--- config.mk ---
export PLATFORM = sky130hd
export DESIGN_NAME = btgs_ram
export DESIGN_NICKNAME = d
export VERILOG_FILES = /design/src/rtl/core/btgs_ram.sv
export SDC_FILE = /design/constraint.sdc
export NUM_CORES = 2
export LEC_CHECK = 0
export ABC_AREA = 1
export BUFFER_PORTS_ARGS = -buffer_cell sky130_fd_sc_hd__clkbuf_2
export CORE_MARGIN = 2
export CORE_UTILIZATION = 30
export CTS_BUF_LIST = sky130_fd_sc_hd__clkbuf_4 sky130_fd_sc_hd__clkbuf_8 sky130_fd_sc_hd__clkbuf_16
export CTS_CLUSTER_DIAMETER = 200
export DETAILED_ROUTE_END_ITERATION = 12
export MAX_ROUTING_LAYER = met4
export PLACE_DENSITY = 0.42
export SKIP_LAST_GASP = 1
export SLEW_MARGIN = 20
export SYNTH_ARGS = -nofsm -noshare
export SYNTH_HDL_FRONTEND = slang
export SYNTH_SLANG_ARGS = --single-unit
--- constraint.sdc ---
create_clock -name clk -period 2.9 [get_ports clk]
set_input_delay 0 -clock clk [delete_from_list [all_inputs] [get_ports clk]]
set_output_delay 0 -clock clk [all_outputs]
set_load 0.1 [all_outputs]
--- src/rtl/core/btgs_ram.sv ---
// Generic single-write, single-read RAM with registered read data.
module btgs_ram #(
  parameter int WIDTH = 32,
  parameter int DEPTH = 128
) (
  input  logic                     clk,
  input  logic                     we,
  input  logic [$clog2(DEPTH)-1:0] waddr,
  input  logic [WIDTH-1:0]         wdata,
  input  logic [$clog2(DEPTH)-1:0] raddr,
  output logic [WIDTH-1:0]         rdata
);

  logic [WIDTH-1:0] mem [DEPTH];

  always_ff @(posedge clk) begin
    if (we) begin
      mem[waddr] <= wdata;
    end
    rdata <= mem[raddr];
  end

endmodule

==> metrics.txt <==
worst min path class=input port to flip-flop; setup slack after placement=-417 ps; post-route clock skew=approximately 60 ps; number of buffers on the longest clock path=4; largest net degree at the start of global routing=129; cell chain of the critical path=dlygate4sd3_1, buf_8, inv_8, buf_12, buf_4, nand3_1, nand3_1, nand3_1, nand3_1, dlygate4sd3_1, nand3_1, dlygate4sd3_1, nand2_1; post-synthesis instance total=~13000; transition at the pin with the smallest max-transition slack=approximately 1200 ps; y dimension of the die=between 700 and 800 microns; gp weighted congestion=0.808; top cell type by total area after synthesis=sky130_fd_sc_hd__edfxtp_1; total leakage power=about 67 nW; fraction of registers with async set or reset after synthesis=0%; total power of the final layout=~130 mW; area share of the leading cell type in the synthesized netlist=between 70% and 80%; Port Buf Inserts=79; die area=between 500000 and 600000 sq um; first-pass GRT wire length=834000 microns; critical path data required time=about 3900 ps; Max rail drop VDD=~0.0006 V; post-route setup slack=between 90 and 100 ps; register bit total from synthesis=4128; CTS tree=built; global route overflow=0; Rows=between 200 and 300; Yosys Warn Count=0; most common library cell in the layout ignoring fill and taps=sky130_fd_sc_hd__nand2_1; Reg clk slew, reported paths=60 ps; remaining antenna violation count after routing=0; Die X=745 microns; most frequent cells in the layout=sky130_fd_sc_hd__nand2_1 (4143), sky130_fd_sc_hd__edfxtp_1 (4096), sky130_fd_sc_hd__nand3_1 (4035); period utilisation layout=96.6%; number of antenna violations at the first check in global routing=just over 50; per-cell routed wire length=about 28 microns; Setup Buffers After CTS=0; Worst Path Arrival=~3800 ps; number of buffers inserted during clock tree synthesis=about 450; delay contributed by the slowest stage of the critical path=just under 600 ps; fraction of the yosys area taken by sequential cells=~75%; number of maximum-capacitance violations=0; critical-path maximum fanout=18; total count of hold-check failures in the final report=0; max-slew violations=0; via count=between 100k and 150k; element type at the critical path start=input port; placed cell count=about 20000; Layout Area Growth over Synthesis=18.5%; layout cell share with drive strength beyond 1=11.7%; type of the worst setup path=input port to flip-flop; cell area after placement=roughly 180000 sq um; total clock sinks=~4100; Highest Clock Rate=between 300 and 400 MHz; area inside the core boundary=about 550000 sq um; number of search-and-repair iterations in the first detailed-routing pass=6; sequential cell area=about 120000 sq um; filler cell count=around 53000; # IOs=80; run status=finished clean; HPWL after detailed placement=approximately 340000 microns; number of vias per cell=around 5; starting utilization of the core area=30.1%; number of enable-type register cells in the synthesized netlist=4096; power density over the cells=between 600 and 700 nW/um^2; number of global-route vias before repair=104459; Worst setup EP type=flip-flop; worst-case hold slack=~55 ps; slew margin rel.=approximately 23%; synthesized area per cell=12.3 sq um; unrepaired setup endpoints after global routing=no; number of nets in the finished design=13867; post-detailed-routing wire length=~590000 microns; Mapped Area=165000 sq um; cell at the root of the clock tree=sky130_fd_sc_hd__clkbuf_16; top area cells in the synthesized netlist=sky130_fd_sc_hd__edfxtp_1 (75%), sky130_fd_sc_hd__nand3_1 (12%), sky130_fd_sc_hd__nand2_1 (9.5%), sky130_fd_sc_hd__buf_2 (1.8%), sky130_fd_sc_hd__buf_4 (0.39%); clock latency reported for the late side of the worst-skew pair=approximately 1000 ps; number of levels the H-tree was split into=5; DRC viols=0; post-route cell area=slightly below 200000 sq um; crit path max-delay cell type=sky130_fd_sc_hd__dlygate4sd3_1; initial DRC count=10895; number of distinct library cells after synthesis=15; Setup-failing EPs final=0; time the worst path needs with I/O delays and setup=2800 ps; number of nets produced by synthesis=13437; final instance count without filler cells=around 21000; Top cell by count, worst path=sky130_fd_sc_hd__nand3_1; ys flop type=sky130_fd_sc_hd__edfxtp_1; area of combinational cells with multiple inputs=37300 sq um; overall routing resource usage=a little over a fifth; Resized cells post-CTS=0
## layer usage
metal	track usage, %	up-vias	routed length [microns]
li1	-	48966	-
met1	30.9	55272	278000
met2	33.0	3040	270000
met3	2.51	619	32000
met4	4.52	0	13200
met5	-	-	0
## worst max-delay path: cells and delay by family
family	cells	cell delay, ps
buffers and inverters	7	2620
AND/OR/NAND/NOR	6	1090
## what timing repair did
action | CTS | global route
hold endpoints to repair | 4969 | 0
setup endpoints to repair | 0 | 60
hold buffers | 67 | 0
## cells in the mapped netlist, types with 2 or more instances
master / number
sky130_fd_sc_hd__nand3_1: 4035
sky130_fd_sc_hd__inv_4: 2
sky130_fd_sc_hd__buf_4: 86
sky130_fd_sc_hd__clkbuf_1: 109
sky130_fd_sc_hd__buf_6: 11
sky130_fd_sc_hd__nor2_1: 134
sky130_fd_sc_hd__nor3_1: 8
sky130_fd_sc_hd__buf_1: 100
sky130_fd_sc_hd__dfxtp_1: 32
sky130_fd_sc_hd__inv_1: 20
sky130_fd_sc_hd__edfxtp_1: 4096
sky130_fd_sc_hd__buf_2: 602
sky130_fd_sc_hd__inv_2: 2
sky130_fd_sc_hd__nand2_1: 4151
## kinds of logic after synthesis
kind of cell           synth area share (%)
AND/OR/NAND/NOR                        22.1
flip-flops                             75.1
buffers and inverters                  2.84
## path summary, 6_finish.rpt
kind / endpoint / slack (ps) / start / cells past startpoint
setup / recovery: rdata[4] / 100 / raddr[2] / 13
hold reg to reg: rdata[10] / 890 / mem[10][10] / 8
setup reg to reg: rdata[4] / 130 / mem[111][4] / 10
hold / removal: mem[48][16] / 60 / wdata[16] / 2
## power by group
| part | leakage, nW | internal (mW) | total [mW] | switching (mW) |
|---|---|---|---|---|
| Combinational | 23.1 | 2.41 | 9.57 | 7.16 |
| Clock | 7.16 | 32.1 | 56.2 | 24.1 |
| Sequential | 37.1 | 65.9 | 66.2 | 0.315 |
| Total | 67.3 | 100 | 132 | 31.6 |
## sequential cells by signal (all words and copies together), names as in the netlist
name	flops
mem	4096
rdata	32
## final cells by class
cell class / count / area share, %
timing repair buffer: 886 / 5.41
inverter: 24 / 0.0738
tap: 7261 / 4.66
sequential: 4128 / 63.4
antenna: 21 / 0.0269
clock inverter: 236 / 0.916
multi-input combinational: 8328 / 19.1
clock buffer: 584 / 6.40
## through the flow
step,setup TNS [ps],util [%]
6_report,0,35.6
5_1_grt,0,35.6
4_1_cts,0,35.6
3_5_place_dp,-1060,32.9
3_3_place_gp,-1170,32.9
2_1_floorplan,0,-
Note: power is estimated with default switching activity, not from simulation.
